**src/rtl/core/fcpa_pkg.sv**
```systemverilog
package fcpa_pkg;

  localparam int MAX_CHUNKS      = 1024;
  localparam int MAX_CHUNK_BYTES = 4096;
  // A free chunk must be able to hold its link word.
  localparam int LINK_BYTES      = 4;

  localparam int ADDR_W    = $clog2(MAX_CHUNKS);
  localparam int CNT_W     = 11;
  localparam int BYTES_W   = 13;
  localparam int OFF_W     = BYTES_W + CNT_W;
  localparam int ALLOC_W   = 23;
  localparam int DATA_W    = 32;
  localparam int CFG_IDX_W = 2;
  localparam int DIV_CNT_W = $clog2(CNT_W + 1);

  localparam logic [1:0] OP_ALLOC   = 2'd0;
  localparam logic [1:0] OP_FREE    = 2'd1;
  localparam logic [1:0] OP_REBUILD = 2'd2;

  localparam logic [2:0] ST_OK           = 3'd0;
  localparam logic [2:0] ST_NO_SPACE     = 3'd1;
  localparam logic [2:0] ST_TOO_BIG      = 3'd2;
  localparam logic [2:0] ST_BAD_ALIGN    = 3'd3;
  localparam logic [2:0] ST_OUTSIDE      = 3'd4;
  localparam logic [2:0] ST_NOT_BOUNDARY = 3'd5;
  localparam logic [2:0] ST_DOUBLE_FREE  = 3'd6;

  localparam logic [CFG_IDX_W-1:0] CFG_BASE  = 2'd0;
  localparam logic [CFG_IDX_W-1:0] CFG_BYTES = 2'd1;
  localparam logic [CFG_IDX_W-1:0] CFG_COUNT = 2'd2;
  localparam logic [CFG_IDX_W-1:0] CFG_ALIGN = 2'd3;

  typedef struct packed {
    logic [1:0]         operation;
    logic [BYTES_W-1:0] request_size;
    logic [BYTES_W-1:0] request_alignment;
    logic [DATA_W-1:0]  free_address;
  } fcpa_in_t;

  typedef struct packed {
    logic [2:0]         status;
    logic [DATA_W-1:0]  chunk_address;
    logic [CNT_W-1:0]   free_chunks;
    logic               pool_full;
    logic               pool_empty;
    logic [ALLOC_W-1:0] allocated_bytes;
  } fcpa_out_t;

  typedef struct packed {
    logic              we;
    logic [ADDR_W-1:0] waddr;
    logic [CNT_W-1:0]  wdata;
    logic              re;
    logic [ADDR_W-1:0] raddr;
  } link_cmd_t;

endpackage

```
**src/rtl/core/fcpa_divider.sv**
```systemverilog
module fcpa_divider import fcpa_pkg::*; (
  input  logic               clk_i,
  input  logic               rst_ni,
  input  logic               start_i,
  input  logic [OFF_W-1:0]   dividend_i,
  input  logic [BYTES_W-1:0] divisor_i,
  output logic               done_o,
  output logic [CNT_W-1:0]   quot_o,
  output logic               rem_nz_o
);

  logic                 run_q, done_q;
  logic [DIV_CNT_W-1:0] cnt_q;
  logic [BYTES_W-1:0]   rem_q;
  logic [CNT_W-1:0]     quo_q;
  logic [BYTES_W:0]     trial;
  logic                 ge;

  // The dividend is below divisor times 2^CNT_W, so its upper part already
  // sits below the divisor and only CNT_W quotient bits remain to be found.
  assign trial = {rem_q, quo_q[CNT_W-1]};
  assign ge    = trial >= {1'b0, divisor_i};

  always_ff @(posedge clk_i or negedge rst_ni) begin
    if (!rst_ni) begin
      run_q  <= 1'b0;
      done_q <= 1'b0;
      cnt_q  <= '0;
    end else begin
      done_q <= 1'b0;
      if (start_i) begin
        run_q <= 1'b1;
        cnt_q <= DIV_CNT_W'(CNT_W);
      end else if (run_q) begin
        cnt_q <= cnt_q - 1'b1;
        if (cnt_q == DIV_CNT_W'(1)) begin
          run_q  <= 1'b0;
          done_q <= 1'b1;
        end
      end
    end
  end

  always_ff @(posedge clk_i) begin
    if (start_i) begin
      rem_q <= BYTES_W'(dividend_i >> CNT_W);
      quo_q <= dividend_i[CNT_W-1:0];
    end else if (run_q) begin
      rem_q <= ge ? BYTES_W'(trial - {1'b0, divisor_i}) : trial[BYTES_W-1:0];
      quo_q <= {quo_q[CNT_W-2:0], ge};
    end
  end

  assign done_o   = done_q;
  assign quot_o   = quo_q;
  assign rem_nz_o = rem_q != '0;

endmodule

```
**config.mk**
```make
export PLATFORM = sky130hd
export DESIGN_NAME = fcpa_divider
export DESIGN_NICKNAME = d
export VERILOG_FILES = /design/src/rtl/core/fcpa_pkg.sv /design/src/rtl/core/fcpa_divider.sv
export SDC_FILE = /design/constraint.sdc
export NUM_CORES = 1
export LEC_CHECK = 0
export BUFFER_PORTS_ARGS = -buffer_cell sky130_fd_sc_hd__buf_4
export CORE_ASPECT_RATIO = 0.7
export CORE_MARGIN = 2
export CORE_UTILIZATION = 55
export DETAILED_ROUTE_END_ITERATION = 7
export HOLD_SLACK_MARGIN = 0.05
export PLACE_DENSITY_LB_ADDON = 0.15
export SLEW_MARGIN = 15
export SYNTH_ARGS = -nofsm -noshare
export SYNTH_HDL_FRONTEND = slang
export SYNTH_SLANG_ARGS = --single-unit
```
**constraint.sdc**
```tcl
create_clock -name clk_i -period 5.53 [get_ports clk_i]
set_input_delay 0.553 -clock clk_i [delete_from_list [all_inputs] [get_ports clk_i]]
set_output_delay 0.553 -clock clk_i [all_outputs]
set_load 0.03 [all_outputs]
```
==> results of run 1 <==
[power groups by stage]
stage	logic (W)	clock network, W	registers (W)
2_1_floorplan	0.000502	0	0.000395
3_3_place_gp	0.000659	0	0.000391
3_5_place_dp	0.000667	0	0.000392
4_1_cts	0.000671	0.000171	0.000389
5_1_grt	0.000749	0.000179	0.000399
6_report	0.000681	0.000169	0.000390
[registers in the layout, summed over array words and instances (netlist names)]
signal,cells
cnt_q,4
rem_q,13
done_o,1
run_q,1
quot_o,11
[cells by family (layout without fill, tap and decap cells)]
| kind of cell | count (synthesis) | in the layout | share of synthesized area (%) |
|---|---|---|---|
| compound gates | 52 | 52 | 18.2 |
| xor+xnor | 10 | 10 | 3.84 |
| fa+ha+maj | 16 | 16 | 9.12 |
| buf+inv | 32 | 80 | 6.04 |
| flops | 30 | 30 | 38.2 |
| mux | 13 | 13 | 6.32 |
| simple gates | 81 | 81 | 18.2 |
[worst register-to-register path, delay by kind of cell, from the launching register on]
family | cells | cell delay [ps]
fa+ha+maj | 2 | 610
buf+inv | 1 | 70
flops | 1 | 380
simple gates | 1 | 210
compound gates | 5 | 1210
[how the worst max path moves through the flow]
stage,startpoint,endpoint,slack [ps]
final,quot_o[10],rem_q[12],2780
after global routing,quot_o[10],rem_q[12],2620
after CTS,quot_o[10],rem_q[12],2820
after detailed placement,divisor_i[0],rem_q[12],2610
after global placement,divisor_i[0],rem_q[12],2620
after floorplan,quot_o[10],rem_q[10],2870
[final cells by class]
cell class	instances	share of cell area, %
clock buffer	6	2.63
clock inverter	2	0.363
inverter	19	2.59
multi-input combinational	172	46.1
sequential	30	31.6
tap	52	2.36
timing repair buffer	53	14.4
[cells in the final DEF, fill, tap and decap left out, types with 6 or more instances in the layout]
| cell | count |
|---|---|
| sky130_fd_sc_hd__buf_4 | 53 |
| sky130_fd_sc_hd__nand3_1 | 6 |
| sky130_fd_sc_hd__dfrtp_1 | 6 |
| sky130_fd_sc_hd__inv_1 | 19 |
| sky130_fd_sc_hd__xor2_1 | 6 |
| sky130_fd_sc_hd__ha_1 | 15 |
| sky130_fd_sc_hd__nand2_1 | 21 |
| sky130_fd_sc_hd__a21oi_1 | 9 |
| sky130_fd_sc_hd__nand4_1 | 7 |
| sky130_fd_sc_hd__a21o_1 | 7 |
| sky130_fd_sc_hd__mux2_2 | 11 |
| sky130_fd_sc_hd__nor2_1 | 20 |
| sky130_fd_sc_hd__edfxtp_1 | 24 |
[routing by layer]
metal / GRT usage (%) / part of all wire [%] / wire length, µm
met1: 38.9 / 48 / 2580
met2: 34.2 / 43 / 2360
met3: 5.14 / 8.3 / 448
met4: 9.44 / 0.70 / 38
met5: 0 / 0 / 0
[per-stage QoR]
step / hold WS (ps) / power [W] / utilization [%]
finish: 63.4 / 0.00124 / 69.9
global route: 61.0 / 0.00133 / 69.9
CTS: 58.7 / 0.00123 / 69.9
detailed placement: 365 / 0.00106 / 67.8
global placement: 362 / 0.00105 / 67.8
floorplan: 257 / 0.000897 / -
==> results.txt, run 1 <==
The shortest period the worst path allows is 2750 ps. The DRC violation count after routing is 0. The number of slew-limit violations in the final report came out at 0. The critical path goes through inv_1 -> ha_1 -> fa_1 -> nand2b_2 -> a211oi_2 -> o2111ai_2 -> a21o_1 -> a41oi_1 -> o31ai_1. The number of global-route vias before repair came out at approximately 1800.

The number of standard cells in the final layout excluding fillers is 334. The relative contribution of sequential cells to total power is 31.5%. Yosys printed 0 warnings. The cell sitting at the root of the clock tree is a sky130_fd_sc_hd__clkbuf_8. The maximum cell stage delay along the critical path came out at 400 ps.

The post-cts repair resize count is 0. The share of flip-flops with an asynchronous set or reset came out at roughly 20%. The largest delay contributor family on the critical path is compound AO/OA/AOI/OAI gates. The design internal power came out at between 0.0007 and 0.0008 W.

Setup repair after global routing left no endpoint under its margin. The total global-route track usage came out at 25.0%. In this run the number of cells on the critical path is 9. The length of the first detailed-routing pass in iterations came out at 5. The footprint of the multi-input gates is 0.00127 mm². Counting every sink on the clock net gives 30. The cell area after layout is 0.00276 mm². The number of nets in the finished design came out at 337. The number of setup buffers added after CTS is 0. The critical-path cell with the highest stage delay is sky130_fd_sc_hd__fa_1. Once placement completed, the tool counted placed cells totaling 326. The detailed router finished its first iteration with 159 violations. STA classifies the critical path endpoint as a register. Summed over all nets, the switching power comes to 0.000539 W. The floorplan die area is 0.00468 mm². The worst min-delay path class is in -> async.

From bottom edge to top edge, the die measures roughly 58 µm. Routability-driven placement finished with a final weighted congestion of 0.851. Using the TritonRoute via totals, the vias-per-cell ratio works out to ~6.

The final worst-path cycle share is 49.7%. The largest fanout of any net on the critical path came out at 12. The total number of placement rows came out at 19. After global routing the overflow that remains totals 0. The number of fillers in the final layout is ~330.

The standby leakage power is 1.22 nW. After synthesis, the cell types taking the most area are sky130_fd_sc_hd__edfxtp_1 32%, sky130_fd_sc_hd__ha_1 8.2%, sky130_fd_sc_hd__dfrtp_1 6.6%. Yosys mapped a number of flops with a built-in enable equal to 24. The power per standard cell area came out at 450 mW/mm². The share of post-route cells with drive strength above 1 came out at around 29%. The post-placement worst setup slack came out at ~2600 ps. The wire length of the first global-routing pass is around 8.7 mm. The total cell area at the placement stage is 0.00268 mm². The worst path meets setup with 2780 ps of slack.

The clock-pin slew reported for the worst setup and hold paths after clock tree synthesis is 60 ps. The clock arrives with ~4.3 ps of skew. The final layout contains routed wiring with a total length of 5.42 mm.

The share of synthesized area in the top cell type comes to 31.6%. In this run the critical register-to-register path is captured at rem_q[12]. The startpoint-to-endpoint class of the critical path is reg -> reg. The growth of design area from synthesis to finish came out at 21.0%. The number of antenna violations at the first check in global routing came to 0. The share of total power dissipated in combinational logic is 54.9%.

The data arrival time of the critical path is 2770 ps. The flow ran to the end, and the final reports show no timing, DRC or antenna violations. Net switching is 43.5% of the power. In the post-synthesis netlist, the cell with the most instances is sky130_fd_sc_hd__edfxtp_1. The reported max-cap violation count is 0.

The net count after synthesis came out at 290. The synthesized area per cell came out at 9.74 µm². The worst relative slew slack came out at 56.2%. Counting the buffers created by CTS gives 5. The deepest level of the CTS H-tree came out at 2. In the synthesized netlist the dominant register cell turns out to be sky130_fd_sc_hd__edfxtp_1. The synthesized netlist occupies a cell area of 0.00228 mm². The required time at the worst-slack endpoint is 5550 ps. The detailed placement HPWL is 4.05 mm. Port buffering added 52 buffers. STA classifies the critical path startpoint as a register. The clock insertion delay at the later pin of the skew report is 290 ps.

The worst register-to-register path begins at quot_o[10]. For this configuration, the core starts out at a cell density of 57.7%. Setup violations remaining at the end of the flow were counted as 0.

Entering global routing, the biggest net connects 36 pins. The hold violation count in the final report is 0. Counting along the longest clock path gives a buffer depth of 2. The slack of the worst reg-to-reg path came out at 2780 ps. TritonCTS built the clock tree. In the final routed layout, each cell accounts on average for 16.2 µm. The area of the placeable core is ~0.0039 mm². The commonest cells after synthesis are 24 x sky130_fd_sc_hd__edfxtp_1, 21 x sky130_fd_sc_hd__nand2_1, 20 x sky130_fd_sc_hd__nor2_1, 19 x sky130_fd_sc_hd__inv_1, 15 x sky130_fd_sc_hd__ha_1. The synthesized netlist contains 53 unique library cells.

53 I/O pins were placed. In this run the horizontal extent of the chip is 80.9 µm. The logic depth of the worst register-to-register path came out at 9. In the synthesized netlist, the number of instances is approximately 230. The worst-case vdd ir drop is 0.000273 V. Of all cell types, the one taking the most synthesized area is sky130_fd_sc_hd__edfxtp_1. The count of antenna diodes in the layout came out at 0. Buffers inserted to repair hold after CTS numbered 0. The number of storage elements in the synthesis netlist is 30.

Derived from the worst setup path, the maximum achievable clock frequency is 364 MHz. The number of buffer and inverter stages on the critical path came out at 1. After routing, the total negative slack on setup checks comes to 0 ps. For this run, the register share of the synthesized area comes to 38.2%.

The clock group share of total power came out at 13.6%. In this run the remaining antenna-violating nets after routing total 0. The area used by sequential logic in the layout came out at 871 µm². The number of vias in the routed layout came out at between 1500 and 2000. The actual slew at the worst max-slew pin came out at around 660 ps.
No activity file was read; power rests on OpenSTA's default activity.
==> run 2: changes to the inputs <==
--- a/config.mk
+++ b/config.mk
@@ -8,7 +8,7 @@
 export BUFFER_PORTS_ARGS = -buffer_cell sky130_fd_sc_hd__buf_4
 export CORE_ASPECT_RATIO = 0.7
 export CORE_MARGIN = 2
-export CORE_UTILIZATION = 55
+export CORE_UTILIZATION = 49
 export DETAILED_ROUTE_END_ITERATION = 7
 export HOLD_SLACK_MARGIN = 0.05
 export PLACE_DENSITY_LB_ADDON = 0.15
==> constraint.sdc (replaced) <==
create_clock -name clk_i -period 2.5 [get_ports clk_i]
set_input_delay 0.25 -clock clk_i [delete_from_list [all_inputs] [get_ports clk_i]]
set_output_delay 0.25 -clock clk_i [all_outputs]
set_load 0.03 [all_outputs]
==> run 2 against run 1 <==
Compared with the run above: via count rose by 1.9%; non-clock buffer count rose by 16; cell area rose by 8.3%; clock power rose by 130%; critical path type unchanged; combinational power rose to 2.7 times the previous value; sequential power rose by 120%; largest cell class unchanged; first-iteration DRC count fell by 23%; clock skew rose by 3.5 ps; sequential share of layout area fell by 2.4 points; final cell count rose by 5.7%; worst setup slack got worse by 2700 ps.
==> results.txt, run 2 (same netlist as run 1, synthesis figures left out) <==
The share of total power dissipated in sequential elements is 28.0%. The design internal power came out at 0.00172 W. The number of antenna violations at the first check in global routing came out at 0. The worst-case vdd ir drop is around 0.00056 V.

The number of CTS-inserted buffers came out at 5. In this run the power spent charging and discharging nets is about 0.0013 W. In this run the critical register-to-register path is captured at rem_q[9]. The number of buffer and inverter stages on the critical path is 3. The worst clock skew on the final layout is 7.78 ps. Pin placement for this block handled 53 I/O pins. rem_q holds more flip-flops than any other register.

Leaving out fill and tap cells, the most frequent cells in the layout are 67 x sky130_fd_sc_hd__buf_4, 24 x sky130_fd_sc_hd__edfxtp_1, 21 x sky130_fd_sc_hd__nand2_1, 20 x sky130_fd_sc_hd__nor2_1, 19 x sky130_fd_sc_hd__inv_1. Dividing the final minimum period by the clock period gives 96.7%. The critical hold path startpoint is dividend_i[13]. The critical-path cell with the highest stage delay is sky130_fd_sc_hd__edfxtp_1. The final-layout setup total negative slack came out at 0 ps. In the global route stage, overall resource usage came out at 22.6%. The length of the first detailed-routing pass in iterations came out at 4.

Along the worst path, the maximum fanout reaches 5. The cell area after layout came out at 0.00299 mm². The floorplan die area came out at between 0.005 and 0.006 mm². In this run the static leakage power is 1.32 nW. The count of final setup violators is 0. The number of global-route vias before repair is 1948. The final layout contains routed wiring with a total length of 5.82 mm.

The hold violation count in the final report was 0. Leaving out fill and tap cells, the most frequent cell in the layout is sky130_fd_sc_hd__buf_4. Data arrives at the worst endpoint at 2530 ps. The worst setup path is captured at a register. The flip-flop count of the largest register after layout is 13. The most critical setup path has its startpoint at quot_o[10]. The number of vias in the routed layout is 2027. The clock net in this run drives a total of 30 sinks. Prior to clock tree synthesis, the placed netlist has a worst setup slack of 20.9 ps. The worst hold path belongs to the class in -> reg. The largest net degree at the start of global routing is 36. The first routing iteration left 123 violations. The shortest period the worst path allows came out at 2420 ps.

The startpoint-to-endpoint class of the critical path is reg -> reg. The capturing instance or port of the critical path is rem_q[9]. In this run the critical register-to-register path is launched from quot_o[10]. After layout, the worst setup slack is 81.8 ps.

The total power draw came out at 0.00306 W. The net switching fraction of the power came out at 43.8%. The deepest level of the CTS H-tree is 2. The share of post-route cells with drive strength above 1 came out at 37.2%.

The final antenna-violating net count came out at 0. The clock tree from TritonCTS is built. Once the floorplan was initialized, standard cells occupied 51.7% of the core.

In this run the power density over the cells is 1030 mW/mm². Counting along the longest clock path gives a buffer depth of 2. 0 antenna diodes ended up in the layout. The maximum cell stage delay along the critical path is ~350 ps.

The total number of placement rows came out at 20. The slack of the worst reg-to-reg path came out at approximately 80 ps. The signal on the critical path passes through inv_1 -> ha_2 -> fa_2 -> nand2b_4 -> a211oi_4 -> o2111ai_2 -> buf_4 -> a21oi_4 -> buf_6 -> o22ai_2 -> a31oi_1. The detailed placement HPWL came out at 4.35 mm.

Setup repair after global routing could not meet its margin everywhere. The count of buffers added on input and output ports is 52. The detail-routed net length per standard cell is 16.5 µm. Counting cells, the worst reg-to-reg path comes to 11.

The share of total power dissipated in the clock network is 12.4%. The largest delay contributor family on the critical path is compound AO/OA/AOI/OAI gates. The clock-pin slew reported for the worst setup and hold paths after clock tree synthesis came out at 70 ps. The DRC violation count after routing is 0. Clock tree synthesis selected as its root buffer the cell sky130_fd_sc_hd__clkbuf_8. The floorplan step set the die height to between 60 and 70 µm.

The required time at the worst-slack endpoint is between 2000 and 3000 ps. The end-of-flow core utilization came out at 67.8%. The routability congestion estimate from global placement came out at 0.817. The tool flagged a number of max-cap violations equal to 0. The timing-limited maximum frequency is 414 MHz. The number of slew-limit violations in the final report is 0. The actual slew at the worst max-slew pin came out at 637 ps. The worst relative slew slack came out at 57.5%. The number of nets in the finished design came out at 353. In the routed layout, each cell is associated on average with a via count of 5.74. From synthesis to final layout, the design area changed by 31.0%. The share of total power dissipated in combinational logic is 59.6%.

The wire length of the first global-routing pass is about 9.1 mm. The overflow left after global routing came out at 0. The logic depth of the worst path, buffers included came out at 11. After floorplanning, the core was sized to cover 0.00440 mm². The floorplan step set the die width to 85.5 µm. The run finished with clean final reports.

The total cell area at the placement stage came out at 0.00279 mm². STA classifies the critical path startpoint as a register. For the worst-skew pair, the clock arrives at the later sink with an insertion delay of between 200 and 300 ps.
## run 2: metal layers
metal  wire length (µm)  global-route usage, %  up-vias  share of wire, %
met3                459                   5.90        7               7.9
met2               2570                   34.2       80                44
li1                   -                      -     1000                 -
met4                 48                   5.22        0              0.83
met1               2740                   33.0      940                47
met5                  0                      0        -                 0
## run 2: timing repair
| item | CTS | global route |
|---|---|---|
| resized for setup | 0 | 15 |
| gates cloned | 0 | 0 |
| endpoints found under the setup margin | 1 | 14 |
| pin swaps | 1 | 11 |
| endpoints found under the hold margin | 6 | 0 |
| buffers inserted | 2 | 1 |
| hold buffers | 1 | 0 |
## run 2: worst min-delay path: stages
cell                       delay, ps
sky130_fd_sc_hd__buf_4            80
sky130_fd_sc_hd__nand2_1          50
sky130_fd_sc_hd__o311ai_2         60
## run 2: worst min path at each step
stage                     end  slack [ps]  depth (start not counted)
floorplan            cnt_q[0]         -50                          0
global placement     cnt_q[2]          60                          1
detailed placement     done_o          60                          1
CTS                  rem_q[2]         270                          3
global route        quot_o[7]         270                          2
finish               rem_q[2]         260                          3
## run 2: cell type report
type	instances	area [µm²]
Clock inverter	2	10.0
Multi-Input combinational cell	172	1370
Sequential cell	30	871
Timing Repair Buffer	69	524
Fill cell	337	1420
Clock buffer	6	72.6
Tap cell	55	68.8
Inverter	19	71.3
## run 2: power groups by stage
stage	clock [W]	combinational, W	sequential, W
final	0.000381	0.00182	0.000858
after global placement	0	0.00163	0.000857
after CTS	0.000384	0.00167	0.000850
after detailed placement	0	0.00165	0.000859
after floorplan	0	0.00113	0.000874
after global routing	0.000405	0.00198	0.000872
## run 2: through the flow
step                std cells  hold WS [ps]
global route              353           266
finish                    353           263
global placement          341          62.2
floorplan                 234         -45.6
detailed placement        341          60.7
CTS                       352           267
==> run 3: changes to the inputs <==
--- a/config.mk
+++ b/config.mk
@@ -8,7 +8,7 @@
 export BUFFER_PORTS_ARGS = -buffer_cell sky130_fd_sc_hd__buf_4
 export CORE_ASPECT_RATIO = 0.7
 export CORE_MARGIN = 2
-export CORE_UTILIZATION = 49
+export CORE_UTILIZATION = 54
 export DETAILED_ROUTE_END_ITERATION = 7
 export HOLD_SLACK_MARGIN = 0.05
 export PLACE_DENSITY_LB_ADDON = 0.15
==> constraint.sdc (replaced) <==
create_clock -name clk_i -period 2.45 [get_ports clk_i]
set_input_delay 0.245 -clock clk_i [delete_from_list [all_inputs] [get_ports clk_i]]
set_output_delay 0.245 -clock clk_i [all_outputs]
set_load 0.03 [all_outputs]
==> run 3 against run 2 <==
Compared with the run above: clock-buffer cell count up 2; global-route usage up 3.5 points; clock skew up 1.4 ps; largest cell class unchanged; largest power group unchanged; first-iteration DRC count up 4.9%; flip-flop and latch count unchanged; final cell count down 0.57%; die area down 8.8%; wire length up 0.14%; the run now ends with negative setup slack left; clock power up 6.6%; register-to-register slack worse by 100 ps; cell area down 0.80%; sequential power up 3.3%; critical endpoint is now rem_q[1].
==> results.txt, run 3 (same netlist as run 1, synthesis figures left out) <==
The die is 81.6 µm wide. Dividing the detail-routed wire length by the instance count gives about 17 µm. The clock net sink count came out at 30. The effective utilization at floorplan came out at 57.0%.

The first routing iteration left between 100 and 150 violations. The number of nets in the finished design is 354. The cell area after layout is 0.00296 mm². TritonCTS built the clock tree. The shortest period the worst path allows is 2470 ps. The die covers 0.00476 mm². The required time at the worst-slack endpoint came out at 2530 ps. Of the available clock period, the critical path in the final layout requires 101%.

In this run the worst hold path is classified as in -> reg. The footprint of the multi-input gates came out at between 0.001 and 0.0015 mm². The length of the first detailed-routing pass in iterations came out at 4. The endpoint identified for the worst register-to-register timing path is rem_q[1].

For this run, the share of the core covered by cells in the final layout is 74.2%. The tree is rooted in a sky130_fd_sc_hd__clkbuf_8. The overflow left after global routing is 0. The analysis attributes to cell leakage a power of 1.31 nW.

Across all setup checks in the final design, the least slack found is -20.2 ps. The count of final setup violators came out at 1. In this run the worst path has a maximum fanout of 4.

The reported max-cap violation count is 0. The timing-limited maximum frequency came out at 405 MHz. After clock tree synthesis, the clock-pin slew on the worst setup and hold paths is around 60 ps. Detailed routing inserted a total of 2035 vias. Leaving out fill and tap cells, the most frequent cell in the layout is sky130_fd_sc_hd__buf_4.

The launching element type of the critical path is a register. The hold violation count in the final report is 0. The I/O pin count came out at 53.

The number of antenna violations at the first check in global routing is 0. The slack of the worst reg-to-reg path came out at -20 ps. The start of the worst register-to-register path is quot_o[10]. The routed wire length is ~6 mm. The capturing instance or port of the critical path is rem_q[1]. The first global-routing pass estimated ~9.3 mm of wire. The timing startpoint of the critical path is quot_o[10]. The final antenna-violating net count is 0. At the pin with the least slew margin, the transition time is 643 ps. The floorplan die height is roughly 58 µm. CTS built an H-tree with a depth of 2. The DRC violation count after routing is 0. For the worst-skew pair, the clock arrives at the later sink with an insertion delay of 280 ps.

The detailed placement HPWL is 4.33 mm. The worst-case vdd ir drop came out at 0.000607 V. The clock arrives with roughly 9.2 ps of skew. The flow ran to the end, but the final reports show violations.

The count of antenna diodes in the layout is 0. Setup repair after global routing could not meet its margin everywhere. Leaving out fill and tap cells, the most frequent cells in the layout are 69 x sky130_fd_sc_hd__buf_4, 24 x sky130_fd_sc_hd__edfxtp_1, 21 x sky130_fd_sc_hd__nand2_1, 20 x sky130_fd_sc_hd__nor2_1, 19 x sky130_fd_sc_hd__inv_1. The power per standard cell area came out at 1040 mW/mm².

The total global-route track usage came out at about a quarter. The register with the most flip-flops in the layout has 13 of them. The longest clock path from root to sink contains 2 buffers.

The number of slew-limit violations in the final report came out at 0. Compared with the post-synthesis result, the final layout area differs by 30.0%. The data arrival time of the critical path came out at 2550 ps. The number of CTS-inserted buffers came out at 5. The largest net degree at the start of global routing came out at 36. The logic depth of the worst register-to-register path came out at 11. More flip-flops sit in one register than any other, and that register is rem_q.

The area used by sequential logic in the layout is 871 µm². In the final layout, the share of cells above drive strength 1 is a little over a third. The floorplan has 19 rows. The number of global-route vias before repair came out at just under 2000. The total cell area at the placement stage came out at 0.00278 mm². The critical path is of the reg -> reg type. In this run the tightest slew margin relative to its limit is 57.1%. The number of fillers in the final layout came out at 290. The average vias per placed instance is slightly below 6. The routability congestion estimate from global placement is 0.896. The number of I/O port buffers is 52. STA classifies the critical path endpoint as a register. The area of the placeable core came out at around 0.004 mm². The final reports fail on negative setup slack.
[run 3: cell count changes in the layout (fill, tap and decap cells not counted), sizes merged]
| cell | previous run | this run |
|---|---|---|
| buf | 68 | 69 |
| clkbuf | 6 | 8 |
| clkinv | 2 | 0 |
[run 3: worst min-delay path by stage]
stage                   from        end  slack, ps  cells past startpoint
2_1_floorplan         rst_ni   cnt_q[0]        -50                      0
3_3_place_gp          rst_ni   cnt_q[2]         60                      1
3_5_place_dp          rst_ni   cnt_q[2]         60                      1
4_1_cts        dividend_i[2]  quot_o[2]        260                      2
5_1_grt        dividend_i[7]  quot_o[7]        270                      2
6_report       dividend_i[7]  quot_o[7]        270                      2
[run 3: critical path, cell delays in order, from the launching register on]
cell	delay [ps]
sky130_fd_sc_hd__edfxtp_1	340
sky130_fd_sc_hd__inv_1	50
sky130_fd_sc_hd__ha_2	170
sky130_fd_sc_hd__fa_2	350
sky130_fd_sc_hd__nand2b_4	160
sky130_fd_sc_hd__a211oi_4	250
sky130_fd_sc_hd__o2111ai_2	160
sky130_fd_sc_hd__buf_4	180
sky130_fd_sc_hd__a21oi_4	190
sky130_fd_sc_hd__buf_4	150
sky130_fd_sc_hd__nor4_2	40
sky130_fd_sc_hd__a311oi_2	250
[run 3: cell type report]
| type | instances | share of cell area, % |
|---|---|---|
| multi-input cells | 172 | 45.1 |
| flip-flops and latches | 30 | 29.4 |
| inverters | 19 | 2.41 |
| repair buffers | 70 | 17.8 |
| clock buffers | 8 | 3.04 |
| well taps | 52 | 2.20 |
[run 3: metrics by stage]
step / cells / hold slack, ps / setup slack [ps] / power, W / TNS (ps)
6_report: 351 / 272 / -20.2 / 0.00307 / -20.2
5_1_grt: 351 / 267 / -143 / 0.00329 / -1020
4_1_cts: 349 / 263 / -3.73 / 0.00298 / -3.73
3_5_place_dp: 338 / 58.1 / -33.2 / 0.00254 / -62.0
3_3_place_gp: 338 / 55.5 / -7.52 / 0.00250 / -7.52
2_1_floorplan: 234 / -50.6 / -171 / 0.00205 / -981
[run 3: where the power goes]
part           total (W)  switching [W]  internal [W]
clock           0.000406       0.000177      0.000229
combinational    0.00178       0.000990      0.000787
sequential      0.000886       0.000143      0.000743
[run 3: timing repair]
item                       4_1_cts  5_1_grt
pin swaps                        4        7
hold buffers                     1        0
setup endpoints to repair        8       13
hold endpoints to repair         6        0
gates resized for setup          3        6
gates cloned                     0        0
setup buffers                    2        2
[run 3: layer usage]
| layer | global-route usage, % | vias up | part of all wire [%] |
|---|---|---|---|
| met3 | 6.44 | 19 | 8.0 |
| met5 | 0 | - | 0 |
| met2 | 37.4 | 80 | 44 |
| li1 | - | 993 | - |
| met4 | 8.57 | 0 | 2.2 |
| met1 | 39.0 | 943 | 46 |
